===== src/hdl/lkc_pkg.sv =====
// Shared types and constants for the LRU keyed entry cache.
// No dependencies; every other file of the block imports this package.
package lkc_pkg;

  localparam int ENTRIES = 16;
  localparam int IDX_W   = $clog2(ENTRIES);
  localparam int CNT_W   = 5;
  localparam int SLOT_W  = 4;
  localparam int KEY_W   = 32;
  localparam int STAMP_W = 32;
  localparam int SIDE_W  = 13;
  localparam int AREA_W  = 2 * SIDE_W;
  localparam int BYTES_W = 31;

  localparam logic [SIDE_W-1:0] MAX_SIDE = 13'd4096;

  localparam logic FUNC_LOOKUP = 1'b0;
  localparam logic FUNC_CLEAR  = 1'b1;

  typedef struct packed {
    logic load_req;
    logic load_cfg;
    logic lookup;
    logic miss_mode;
    logic scan_start;
    logic scan_step;
    logic evict;
    logic insert;
    logic load_result;
  } lkc_cmd_t;

  typedef struct packed {
    logic miss;
    logic over;
    logic scan_last;
    logic out_free;
  } lkc_status_t;

endpackage


===== src/hdl/lkc_if.sv =====
// Valid/ready channel interfaces for requests, results and the limit register.
// Depends on lkc_pkg for field widths.
interface lkc_req_if import lkc_pkg::*; ();
  logic              valid;
  logic              ready;
  logic              func;
  logic [KEY_W-1:0]  key;
  logic [SIDE_W-1:0] width;
  logic [SIDE_W-1:0] height;

  modport source (output valid, func, key, width, height, input ready);
  modport sink (input valid, func, key, width, height, output ready);
endinterface

interface lkc_rsp_if import lkc_pkg::*; ();
  logic               valid;
  logic               ready;
  logic               hit;
  logic [SLOT_W-1:0]  slot;
  logic [SIDE_W-1:0]  entry_width;
  logic [SIDE_W-1:0]  entry_height;
  logic               evicted;
  logic [KEY_W-1:0]   evicted_key;
  logic [CNT_W-1:0]   entry_count;
  logic [BYTES_W-1:0] memory_bytes;

  modport source (output valid, hit, slot, entry_width, entry_height, evicted, evicted_key,
                  entry_count, memory_bytes, input ready);
  modport sink (input valid, hit, slot, entry_width, entry_height, evicted, evicted_key,
                entry_count, memory_bytes, output ready);
endinterface

interface lkc_cfg_if import lkc_pkg::*; ();
  logic             valid;
  logic             ready;
  logic [CNT_W-1:0] entry_limit;

  modport source (output valid, entry_limit, input ready);
  modport sink (input valid, entry_limit, output ready);
endinterface


===== src/hdl/lkc_ctrl.sv =====
// Controller state machine of the LRU keyed entry cache.
// Depends on lkc_pkg for the command and status structs.
module lkc_ctrl import lkc_pkg::*; (
  input  logic        clk,
  input  logic        rst,
  input  logic        req_valid,
  output logic        req_ready,
  input  logic        cfg_valid,
  output logic        cfg_ready,
  output lkc_cmd_t    cmd,
  input  lkc_status_t st
);

  typedef enum logic [2:0] {
    S_IDLE,
    S_CMP,
    S_CHECK,
    S_SCAN,
    S_EVICT,
    S_INSERT,
    S_RESULT
  } state_t;

  state_t state, state_next;
  logic   miss_mode, miss_mode_next;

  always_comb begin
    state_next     = state;
    miss_mode_next = miss_mode;
    cmd            = '0;
    cmd.miss_mode  = miss_mode;
    req_ready      = 1'b0;
    cfg_ready      = 1'b0;
    unique case (state)
      S_IDLE: begin
        cfg_ready = 1'b1;
        req_ready = !cfg_valid;
        if (cfg_valid) begin
          cmd.load_cfg   = 1'b1;
          miss_mode_next = 1'b0;
          state_next     = S_CHECK;
        end else if (req_valid) begin
          cmd.load_req = 1'b1;
          state_next   = S_CMP;
        end
      end
      S_CMP: begin
        cmd.lookup = 1'b1;
        if (st.miss) begin
          miss_mode_next = 1'b1;
          state_next     = S_CHECK;
        end else begin
          state_next = S_RESULT;
        end
      end
      S_CHECK: begin
        if (st.over) begin
          cmd.scan_start = 1'b1;
          state_next     = S_SCAN;
        end else if (miss_mode) begin
          state_next = S_INSERT;
        end else begin
          state_next = S_IDLE;
        end
      end
      S_SCAN: begin
        cmd.scan_step = 1'b1;
        if (st.scan_last) begin
          state_next = S_EVICT;
        end
      end
      S_EVICT: begin
        cmd.evict  = 1'b1;
        state_next = S_CHECK;
      end
      S_INSERT: begin
        cmd.insert = 1'b1;
        state_next = S_RESULT;
      end
      S_RESULT: begin
        if (st.out_free) begin
          cmd.load_result = 1'b1;
          state_next      = S_IDLE;
        end
      end
      default: begin
        state_next = S_IDLE;
      end
    endcase
  end

  always_ff @(posedge clk) begin
    if (rst) begin
      state     <= S_IDLE;
      miss_mode <= 1'b0;
    end else begin
      state     <= state_next;
      miss_mode <= miss_mode_next;
    end
  end

endmodule


===== src/hdl/lkc_datapath.sv =====
// Datapath of the LRU keyed entry cache: entry registers, parallel key compare,
// stamp scan, shift on removal, byte total and the result register. Uses lkc_pkg.
module lkc_datapath import lkc_pkg::*; (
  input  logic              clk,
  input  logic              rst,
  input  lkc_cmd_t          cmd,
  output lkc_status_t       st,
  input  logic              in_func,
  input  logic [KEY_W-1:0]  in_key,
  input  logic [SIDE_W-1:0] in_width,
  input  logic [SIDE_W-1:0] in_height,
  input  logic [CNT_W-1:0]  cfg_limit,
  lkc_rsp_if.source         rsp
);

  logic [KEY_W-1:0]   key_mem   [ENTRIES];
  logic [STAMP_W-1:0] stamp_mem [ENTRIES];
  logic [SIDE_W-1:0]  wid_mem   [ENTRIES];
  logic [SIDE_W-1:0]  hgt_mem   [ENTRIES];

  logic               req_func;
  logic [KEY_W-1:0]   req_key;
  logic [SIDE_W-1:0]  req_w;
  logic [SIDE_W-1:0]  req_h;
  logic [CNT_W-1:0]   limit;
  logic [CNT_W-1:0]   fill;
  logic [STAMP_W-1:0] clock;
  logic [BYTES_W-1:0] bytes;
  logic [IDX_W-1:0]   rd_idx;
  logic [IDX_W-1:0]   pick;
  logic [STAMP_W-1:0] best_stamp;
  logic [KEY_W-1:0]   best_key;
  logic [SIDE_W-1:0]  best_w;
  logic [SIDE_W-1:0]  best_h;
  logic               hit_r;
  logic               ev_flag;
  logic [KEY_W-1:0]   ev_key;
  logic               out_valid;

  logic [ENTRIES-1:0] match;
  logic               any_match;
  logic [IDX_W-1:0]   found;
  logic [CNT_W-1:0]   eff_limit;
  logic [CNT_W-1:0]   thr;
  logic [CNT_W-1:0]   fill_m1;
  logic [SIDE_W-1:0]  mul_a;
  logic [SIDE_W-1:0]  mul_b;
  logic [AREA_W-1:0]  area;
  logic [BYTES_W-1:0] delta;
  logic               take;
  logic [STAMP_W-1:0] clock_inc;
  logic [IDX_W-1:0]   fill_idx;

  always_comb begin
    match     = '0;
    any_match = 1'b0;
    found     = '0;
    for (int i = 0; i < ENTRIES; i++) begin
      match[i] = (CNT_W'(i) < fill) && (key_mem[i] == req_key);
    end
    for (int i = ENTRIES - 1; i >= 0; i--) begin
      if (match[i]) begin
        found     = IDX_W'(i);
        any_match = 1'b1;
      end
    end
  end

  assign eff_limit = (limit > CNT_W'(ENTRIES)) ? CNT_W'(ENTRIES) : limit;
  assign thr       = cmd.miss_mode ? ((eff_limit == '0) ? '0 : eff_limit - 1'b1) : eff_limit;
  assign fill_m1   = fill - 1'b1;
  assign fill_idx  = fill[IDX_W-1:0];
  assign clock_inc = clock + 1'b1;

  assign mul_a = cmd.insert ? req_w : best_w;
  assign mul_b = cmd.insert ? req_h : best_h;
  assign area  = AREA_W'(mul_a) * AREA_W'(mul_b);
  assign delta = {3'b000, area, 2'b00};

  assign take = (rd_idx == '0) || (stamp_mem[rd_idx] < best_stamp);

  assign st.miss      = (req_func == FUNC_LOOKUP) && !any_match;
  assign st.over      = fill > thr;
  assign st.scan_last = CNT_W'(rd_idx) == fill_m1;
  assign st.out_free  = !out_valid || rsp.ready;

  always_ff @(posedge clk) begin
    if (cmd.lookup && req_func == FUNC_LOOKUP && any_match) begin
      stamp_mem[found] <= clock_inc;
    end
    if (cmd.evict) begin
      for (int i = 0; i < ENTRIES - 1; i++) begin
        if (IDX_W'(i) >= pick) begin
          key_mem[i]   <= key_mem[i+1];
          stamp_mem[i] <= stamp_mem[i+1];
          wid_mem[i]   <= wid_mem[i+1];
          hgt_mem[i]   <= hgt_mem[i+1];
        end
      end
    end
    if (cmd.insert) begin
      key_mem[fill_idx]   <= req_key;
      stamp_mem[fill_idx] <= clock_inc;
      wid_mem[fill_idx]   <= req_w;
      hgt_mem[fill_idx]   <= req_h;
    end
  end

  always_ff @(posedge clk) begin
    if (cmd.load_req) begin
      req_func <= in_func;
      req_key  <= in_key;
      req_w    <= (in_width > MAX_SIDE) ? MAX_SIDE : in_width;
      req_h    <= (in_height > MAX_SIDE) ? MAX_SIDE : in_height;
    end
    if (cmd.scan_step && take) begin
      best_stamp <= stamp_mem[rd_idx];
      best_key   <= key_mem[rd_idx];
      best_w     <= wid_mem[rd_idx];
      best_h     <= hgt_mem[rd_idx];
      pick       <= rd_idx;
    end
    if (cmd.load_result) begin
      if (req_func == FUNC_CLEAR) begin
        rsp.hit          <= 1'b0;
        rsp.slot         <= '0;
        rsp.entry_width  <= '0;
        rsp.entry_height <= '0;
        rsp.evicted      <= 1'b0;
        rsp.evicted_key  <= '0;
      end else begin
        rsp.hit          <= hit_r;
        rsp.slot         <= SLOT_W'(rd_idx);
        rsp.entry_width  <= wid_mem[rd_idx];
        rsp.entry_height <= hgt_mem[rd_idx];
        rsp.evicted      <= ev_flag;
        rsp.evicted_key  <= ev_key;
      end
      rsp.entry_count  <= fill;
      rsp.memory_bytes <= bytes;
    end
  end

  always_ff @(posedge clk) begin
    if (rst) begin
      limit     <= CNT_W'(ENTRIES);
      fill      <= '0;
      clock     <= '0;
      bytes     <= '0;
      rd_idx    <= '0;
      hit_r     <= 1'b0;
      ev_flag   <= 1'b0;
      ev_key    <= '0;
      out_valid <= 1'b0;
    end else begin
      if (cmd.load_cfg) begin
        limit <= cfg_limit;
      end
      if (cmd.load_req) begin
        hit_r   <= 1'b0;
        ev_flag <= 1'b0;
        ev_key  <= '0;
      end
      if (cmd.lookup) begin
        if (req_func == FUNC_CLEAR) begin
          fill  <= '0;
          bytes <= '0;
          clock <= '0;
        end else if (any_match) begin
          clock  <= clock_inc;
          rd_idx <= found;
          hit_r  <= 1'b1;
        end
      end
      if (cmd.scan_start) begin
        rd_idx <= '0;
      end
      if (cmd.scan_step) begin
        rd_idx <= rd_idx + 1'b1;
      end
      if (cmd.evict) begin
        fill    <= fill_m1;
        bytes   <= bytes - delta;
        ev_flag <= 1'b1;
        ev_key  <= best_key;
      end
      if (cmd.insert) begin
        fill   <= fill + 1'b1;
        clock  <= clock_inc;
        bytes  <= bytes + delta;
        rd_idx <= fill_idx;
        hit_r  <= 1'b0;
      end
      if (cmd.load_result) begin
        out_valid <= 1'b1;
      end else if (rsp.ready) begin
        out_valid <= 1'b0;
      end
    end
  end

  assign rsp.valid = out_valid;

endmodule


===== src/hdl/lru_keyed_entry_cache.sv =====
// Top level: a hit or a clear passes from the compare state to the result register; a miss
// passes through the compare and check states and, while the fill has reached the limit, a
// one-entry-a-cycle stamp scan that removes the least recently used entry, then inserts the
// new entry. A limit write removes least recently used entries the same way until within it.
// One request is worked on at a time, and a stalled result holds the controller.
// Reset clears the controller, the counters and the limit (16); entries need no reset.
module lru_keyed_entry_cache import lkc_pkg::*; (
  input  logic      clk,
  input  logic      rst,
  lkc_req_if.sink   req,
  lkc_rsp_if.source rsp,
  lkc_cfg_if.sink   cfg
);

  lkc_cmd_t    cmd;
  lkc_status_t st;

  lkc_ctrl u_ctrl (
    .clk       (clk),
    .rst       (rst),
    .req_valid (req.valid),
    .req_ready (req.ready),
    .cfg_valid (cfg.valid),
    .cfg_ready (cfg.ready),
    .cmd       (cmd),
    .st        (st)
  );

  lkc_datapath u_datapath (
    .clk       (clk),
    .rst       (rst),
    .cmd       (cmd),
    .st        (st),
    .in_func   (req.func),
    .in_key    (req.key),
    .in_width  (req.width),
    .in_height (req.height),
    .cfg_limit (cfg.entry_limit),
    .rsp       (rsp)
  );

endmodule


===== src/flat_wrapper.sv =====
// flat-port wrapper written by rule: the top's interface ports become plain ports
module lru_keyed_entry_cache_flat import lkc_pkg::*;
  (clk, rst, req_valid, req_func, req_key, req_width, req_height, req_ready, rsp_valid, rsp_hit, rsp_slot, rsp_entry_width, rsp_entry_height, rsp_evicted, rsp_evicted_key, rsp_entry_count, rsp_memory_bytes, rsp_ready, cfg_valid, cfg_entry_limit, cfg_ready);
  lkc_req_if req_i ();
  lkc_rsp_if rsp_i ();
  lkc_cfg_if cfg_i ();
  input  logic clk;
  input  logic rst;
  input wire logic [$bits(req_i.valid)-1:0] req_valid;
  input wire logic [$bits(req_i.func)-1:0] req_func;
  input wire logic [$bits(req_i.key)-1:0] req_key;
  input wire logic [$bits(req_i.width)-1:0] req_width;
  input wire logic [$bits(req_i.height)-1:0] req_height;
  output wire logic [$bits(req_i.ready)-1:0] req_ready;
  output wire logic [$bits(rsp_i.valid)-1:0] rsp_valid;
  output wire logic [$bits(rsp_i.hit)-1:0] rsp_hit;
  output wire logic [$bits(rsp_i.slot)-1:0] rsp_slot;
  output wire logic [$bits(rsp_i.entry_width)-1:0] rsp_entry_width;
  output wire logic [$bits(rsp_i.entry_height)-1:0] rsp_entry_height;
  output wire logic [$bits(rsp_i.evicted)-1:0] rsp_evicted;
  output wire logic [$bits(rsp_i.evicted_key)-1:0] rsp_evicted_key;
  output wire logic [$bits(rsp_i.entry_count)-1:0] rsp_entry_count;
  output wire logic [$bits(rsp_i.memory_bytes)-1:0] rsp_memory_bytes;
  input wire logic [$bits(rsp_i.ready)-1:0] rsp_ready;
  input wire logic [$bits(cfg_i.valid)-1:0] cfg_valid;
  input wire logic [$bits(cfg_i.entry_limit)-1:0] cfg_entry_limit;
  output wire logic [$bits(cfg_i.ready)-1:0] cfg_ready;
  assign req_i.valid = req_valid;
  assign req_i.func = req_func;
  assign req_i.key = req_key;
  assign req_i.width = req_width;
  assign req_i.height = req_height;
  assign req_ready = req_i.ready;
  assign rsp_valid = rsp_i.valid;
  assign rsp_hit = rsp_i.hit;
  assign rsp_slot = rsp_i.slot;
  assign rsp_entry_width = rsp_i.entry_width;
  assign rsp_entry_height = rsp_i.entry_height;
  assign rsp_evicted = rsp_i.evicted;
  assign rsp_evicted_key = rsp_i.evicted_key;
  assign rsp_entry_count = rsp_i.entry_count;
  assign rsp_memory_bytes = rsp_i.memory_bytes;
  assign rsp_i.ready = rsp_ready;
  assign cfg_i.valid = cfg_valid;
  assign cfg_i.entry_limit = cfg_entry_limit;
  assign cfg_ready = cfg_i.ready;
  lru_keyed_entry_cache u_core (.clk(clk), .rst(rst), .req(req_i), .rsp(rsp_i), .cfg(cfg_i));
endmodule

===== config.mk =====
export PLATFORM = sky130hd
export DESIGN_NAME = lru_keyed_entry_cache_flat
export DESIGN_NICKNAME = d
export VERILOG_FILES = /design/src/hdl/lkc_pkg.sv /design/src/hdl/lkc_if.sv /design/src/hdl/lkc_ctrl.sv /design/src/hdl/lkc_datapath.sv /design/src/hdl/lru_keyed_entry_cache.sv /design/src/flat_wrapper.sv
export SDC_FILE = /design/constraint.sdc
export NUM_CORES = 2
export LEC_CHECK = 0
export BUFFER_PORTS_ARGS = -buffer_cell sky130_fd_sc_hd__buf_2
export CAP_MARGIN = 20
export CORE_ASPECT_RATIO = 1.1
export CORE_MARGIN = 2
export CORE_UTILIZATION = 45
export DETAILED_ROUTE_END_ITERATION = 10
export SYNTH_ARGS = -nofsm -noshare
export SYNTH_HDL_FRONTEND = slang
export SYNTH_SLANG_ARGS = --single-unit

===== constraint.sdc =====
create_clock -name clk -period 13 [get_ports clk]
set_input_delay 2.6 -clock clk [delete_from_list [all_inputs] [get_ports clk]]
set_output_delay 2.6 -clock clk [all_outputs]
set_load 0.005 [all_outputs]

* After elaboration in Yosys (flattened, before gate mapping)
Memory sizes are Yosys's and may differ from the RTL's. A register that Yosys moved wholly into a read port is not among the register bits.
Cells that the tools add are included.
** Word-level totals
- Memories :: 4
- Bits in writable memories :: 1440
- Output and inout bits :: 103
- Flip-flop bits (word level) :: 337
- Input port bits :: 69
** Memories
- u_core.u_datapath.key_mem :: depth 16, width 32, read ports 17, clocked after memory_dff 1, wr ports 15, line lkc_datapath.sv:16 : logic [KEY_W-1:0] key_mem [ENTRIES];
- u_core.u_datapath.stamp_mem :: depth 16, width 32, read ports 16, clocked after memory_dff 1, wr ports 15, line lkc_datapath.sv:17 : logic [STAMP_W-1:0] stamp_mem [ENTRIES];
- u_core.u_datapath.hgt_mem :: depth 16, width 13, read ports 16, clocked after memory_dff 1, wr ports 15, line lkc_datapath.sv:19 : logic [SIDE_W-1:0] hgt_mem [ENTRIES];
- u_core.u_datapath.wid_mem :: depth 16, width 13, read ports 16, clocked after memory_dff 1, wr ports 15, line lkc_datapath.sv:18 : logic [SIDE_W-1:0] wid_mem [ENTRIES];
** Cells by class
- Bitwise logic cells :: 1
- Eq/ne operators :: 29
- Magnitude comparators :: 36
- Reduce and logical (&&, ||, !) cells :: 48
- Muxes and demuxes :: 160
- Multiply operators :: 1
- Add/sub/neg operators :: 7
** Operator list (number)
- == test 32 bit :: 16
- two-way mux 32 bit :: 9
- two-way mux 4 bit :: 33
- two-way mux 31 bit :: 4
- OR reduction 32 bit :: 3
- two-way mux 1 bit :: 93
- two-way mux 13 bit :: 4
- < comparator 4 x 5 -> 1 bit, first input constant :: 8
- two-way mux 5 bit :: 7
- adder 32 x 1 -> 32 bit, second input constant :: 1
- < comparator 32 bit :: 1
- adder 31 x 28 -> 31 bit :: 1
- subtractor 31 x 28 -> 31 bit :: 1
- >= comparator 4 bit, first input constant :: 7
- greater-than comparator 13 bit, second input constant :: 2
- multiplier 13 x 13 -> 26 bit :: 1
- OR reduction 13 bit :: 2
- two-way mux 3 bit :: 7
- one-hot mux 3 bit (7 select lines) :: 1
- logical AND 1 bit :: 20
- < comparator 3 x 5 -> 1 bit, first input constant :: 4
- >= comparator 3 x 4 -> 1 bit, first input constant :: 4
- < comparator 1 x 5 -> 1 bit, first input constant :: 2
- < comparator 2 x 5 -> 1 bit, first input constant :: 2
- 29 further kinds :: 49

* Depth between registers and ports, before layout
An unclocked memory read counts as a cell.
- Word-level depth :: 27
- Depth in mapped cells :: 39
- Mapped depth without buffers :: 35

* Hierarchy
From an unflattened synthesis, not the netlist that was laid out.
** Unflattened totals
- Cells, all modules :: 7526
- Area total of the unflattened synthesis :: 99829.5 um2
** By module, submodules not included
- lkc_datapath :: sequential area each 53060.9 um2, cells each 7480, times used 1, area each 99482.9 um2
- lkc_ctrl :: sequential area each 80.1 um2, cells each 46, times used 1, area each 346.6 um2

* Least setup slack after synthesis
Ideal clock, no wire load.
- Path kind :: register -> register
- Start :: register (tool-made name)
- End :: register u_core.u_datapath.best_h[0], read port of u_core.u_datapath.hgt_mem (enable)
- Stages on the path, launching flop included :: 18
- Data required time :: 12.422 ns
- Clock period less this slack :: 9.516 ns
- Path buffers :: 4
- Arrival :: 8.938 ns
- Library setup time :: 0.578 ns
- Path slack :: 3.484 ns
- Cell sequence :: dfxtp_1 > clkbuf_1 > clkbuf_1 > buf_2 > buf_1 > mux4_2 > mux4_2 > ha_1 > a21o_1 > a21o_1 > a21o_1 > a21o_1 > a21oi_1 > nor2b_1 > o21ai_0 > o211ai_1 > or3_1 > a21oi_1
** RTL lines
- end: declaration :: line lkc_datapath.sv:34 : logic [SIDE_W-1:0] best_h;

* Worst setup path after layout
- Start :: register u_core.u_ctrl.state[1]
- End :: register u_core.u_datapath.bytes[29]
** Between the ends
- Word-level cells in the longest chain between the ends :: 7
** Ends and longest elaborated chain
- start: declaration :: line lkc_ctrl.sv:24 : state_t state, state_next;
- start signal: assignment :: line lkc_ctrl.sv:97 : state <= state_next;
- == test 3 bit :: line lkc_ctrl.sv:34 : unique case (state)
- two-way mux 1 bit :: line lkc_ctrl.sv:34
- two-way mux 13 bit, on equally long branches :: line lkc_datapath.sv:75, lkc_datapath.sv:76
- multiplier 13 x 13 -> 26 bit :: line lkc_datapath.sv:77 : assign area = AREA_W'(mul_a) * AREA_W'(mul_b);
- subtractor 31 x 28 -> 31 bit :: line lkc_datapath.sv:183 : bytes <= bytes - delta;
- two-way mux 31 bit :: line lkc_datapath.sv:181 : if (cmd.evict) begin
- two-way mux 31 bit :: line lkc_datapath.sv:187 : if (cmd.insert) begin
- end signal: assignment :: line lkc_datapath.sv:183
- end signal: assignment :: line lkc_datapath.sv:190 : bytes <= bytes + delta;
- end: declaration :: line lkc_datapath.sv:28 : logic [BYTES_W-1:0] bytes;
Parallel ways exist; a longest one is shown, timed or not.
A chain may end at the register's enable or synchronous reset.

==> results.yml <==
run_status:
  outcome: "complete, no violations"
worst_setup_path:
  rr_startpoint: "u_core.u_ctrl.state[1]$_SDFFE_PP0P_"
  crit_start: "u_core.u_ctrl.state[1]$_SDFFE_PP0P_"
  cpMostUsedCell: "fa_1"
  worstPathRequired_ns: 13.70
  path_class: "register to register"
  endpoint_kind: "register"
  rrSetupSlack_ns: 2.76
  critPathSlowestCell: "mux2i_1"
  path_max_fanout: 54
  max_stage_delay_ns: 0.97
  start_kind: "register"
  worstPathArrival_ns: 10.93
clock_tree:
  cts_root_buf: "clkbuf_16"
  cts_tree: "yes"
  post-cts-setup-buffers: 0
  clk_pin_slew_ns: 0.06
  post_cts_resized: 0
  clock_latency_ns: 0.88
  cts_made_buffers: 196
  clockBufferDepth: 3
  clock-sinks: 1809
  hold_buffers: 0
  cts_max_level: 4
logic_synthesis:
  yosysSeqAreaShare: 0.5282
  syn_inst: 7649
  synth-seq-cells: 1809
  ys_types: 93
  mappedNetlistArea_um2: 100600
  async_reset_ff_frac: 0
  synthFlopType: "edfxtp_1"
  avgSynthCellArea_um2: 13.15
  ys_warn_count: 0
  synth_enable_flop_cells: 1691
timing:
  relSlewSlack: 0.1337
  fin_crit_ns: 10.24
  clock_skew_ns: 0.05321
  hold_viol_final: 0
  slew_viol_final: 0
  rsz0062_at_grt: "false"
  finalSetupViolations: 0
  setup_tns_ns: 0
  period_share: 0.7876
  tightest_slew_ns: 1.290
  whs_ns: 0.4640
  fmaxAchievable_mhz: 97.67
die:
  dieArea_um2: 227400
  die_h_um: 499.9
  start_util: 0.4513
  pin_count: 172
  core_um2: 222900
  core.rowCount: 182
  die_width_um: 454.8
power_and_ir_drop:
  power.leakage_nw: 37.73
  vdd_drop_max_mv: 0.2306
  power.density_nw_per_um2: 165.1
  power_w: 0.01832
place:
  hpwlAfterDp_um: 226300
  place_area_um2: 104600
  finalWeightedCongestion: 0.9883
  portBuffers: 169
grt:
  grt-ovfl-total: 0
  grt_first_pass_wirelength_um: 468000
  grt_max_degree: 89
  grt_use_total: 0.2852
  antenna_found_initial: 14
  grt_pass1_vias: 65150
routing:
  ant_nets: 0
  first_iter_violations: 6706
  drt-total-wl_um: 327500
  wl_per_cell_um: 30.54
  dr.pass1.iters: 6
  routed_via_density: 6.088
  via_count: 65280
  drc: 0
layout:
  layout-drive-gt1-share: 0.2673
  final_common_cell: "edfxtp_1"
  fin_area_um2: 111000
  layout_common_cells: "1691 x edfxtp_1, 882 x mux2_2, 650 x nor2_1, 587 x a21oi_1, 450 x mux4_2"
  fin_nets: 7966
  syn_to_final_growth_pct: 10.34
hold_path:
  hp-class: "register to register"
  worstHoldStart: "u_core.u_datapath.ev_key[13]$_SDFFE_PP0P_"
flow_run:
  drv_cap: 0
==> final timing paths <==
kind,end,depth (start not counted)
max,u_core.u_datapath.bytes[29]$_SDFFE_PP0P_,31
min,u_core.u_datapath.ev_key[13]$_SDFFE_PP0P_,2
max reg2reg,u_core.u_datapath.bytes[29]$_SDFFE_PP0P_,31
min reg2reg,u_core.u_datapath.ev_key[13]$_SDFFE_PP0P_,2
==> metal layers <==
layer,up-vias,share of wire,GRT usage
li1,28480,-,-
met1,33670,0.39,0.3681
met2,2522,0.50,0.4832
met3,601,0.059,0.03321
met4,10,0.047,0.1255
met5,-,0.00084,0
==> cells in the mapped netlist, drive strengths merged, types with 21 or more instances <==
cell       n  area [um2]
nand4    140       875.8
nor4     121       784.5
a21oi    588        2943
fa       123        2462
and3      21       131.4
nand3     92       465.5
nor2     668        2507
a21o      27       202.7
clkbuf   408        1531
nand2b    26       162.7
a22oi     21       157.7
mux2i     31       310.3
nor2b    111       694.4
mux2     882        9932
or3       24       155.1
buf      186       978.4
inv      307        1152
ha       169        2115
xor2     242        2120
nor3      63       315.3
mux4     450       10130
o21ai    139       695.7
nand2    410        1546
dfxtp    118        2362
xnor2    337        2974
edfxtp  1691       50780
==> worst max-delay path, delay by kind of cell (launching register included) <==
| kind | cells | cell delay (ns) |
|---|---|---|
| xor gates and xnor gates | 1 | 0.18 |
| AOI/OAI and AO/OA | 12 | 2.87 |
| DFF | 1 | 0.59 |
| and+or+nand+nor | 6 | 1.74 |
| muxes | 1 | 0.97 |
| buffers and inverters | 4 | 0.22 |
| adders and majority gates | 7 | 3.38 |
==> cell families after synthesis <==
group | after synthesis | share of synthesized area
flip-flops | 1809 | 0.5282
AND/OR/NAND/NOR | 1754 | 0.08191
multiplexers | 1363 | 0.2026
AO/OA/AOI/OAI | 950 | 0.05472
buffers and inverters | 901 | 0.03640
XOR/XNOR | 579 | 0.05063
adder cells (fa/ha/maj) | 292 | 0.04550
other | 1 | 0.00003728
==> registers in the layout (all words and copies together) (netlist names), 5 cells and up, named ones only <==
signal and flops:
u_core.u_datapath.best_stamp 32, u_core.u_datapath.ev_key 32, u_core.u_datapath.req_h 13, u_core.u_datapath.wid_mem 208, u_core.u_datapath.req_key 32, u_core.u_datapath.best_h 13
u_core.u_datapath.rsp.entry_width 13, u_core.u_datapath.rsp.entry_count 5, u_core.u_datapath.clock 32, u_core.u_datapath.hgt_mem 208, u_core.u_datapath.fill 5, u_core.u_datapath.rsp.entry_height 13
u_core.u_datapath.best_w 13, u_core.u_datapath.rsp.memory_bytes 29, u_core.u_datapath.best_key 32, u_core.u_datapath.req_w 13, u_core.u_datapath.key_mem 512, u_core.u_datapath.rsp.evicted_key 32
u_core.u_datapath.limit 5, u_core.u_datapath.stamp_mem 512, u_core.u_datapath.bytes 29
==> cell type report <==
type	count	area, um2
diodes	8	20.02
clock buffers	256	5303
clock inverters	108	1050
fillers	19310	111900
inverters	307	1155
multi-input cells	4940	44390
flip-flops and latches	1809	53170
well taps	2944	3684
repair buffers	351	2240
==> power by group <==
group	switching, W	total, W	leakage [nW]	internal, W
logic	0.00375	0.00598	18.3	0.00223
clock network	0.00244	0.00560	3.08	0.00316
registers	0.000190	0.00674	16.3	0.00655
==> metrics by stage <==
stage | util | setup slack, ns | std cells
final | 0.4979 | 2.762 | 10720
after global routing | 0.4979 | 2.119 | 10720
after CTS | 0.4975 | 2.720 | 10710
after detailed placement | 0.4690 | 2.773 | 10340
after global placement | 0.4687 | 2.786 | 10330
after floorplan | - | 3.484 | 7650
Note: power is estimated with default switching activity, not from simulation.
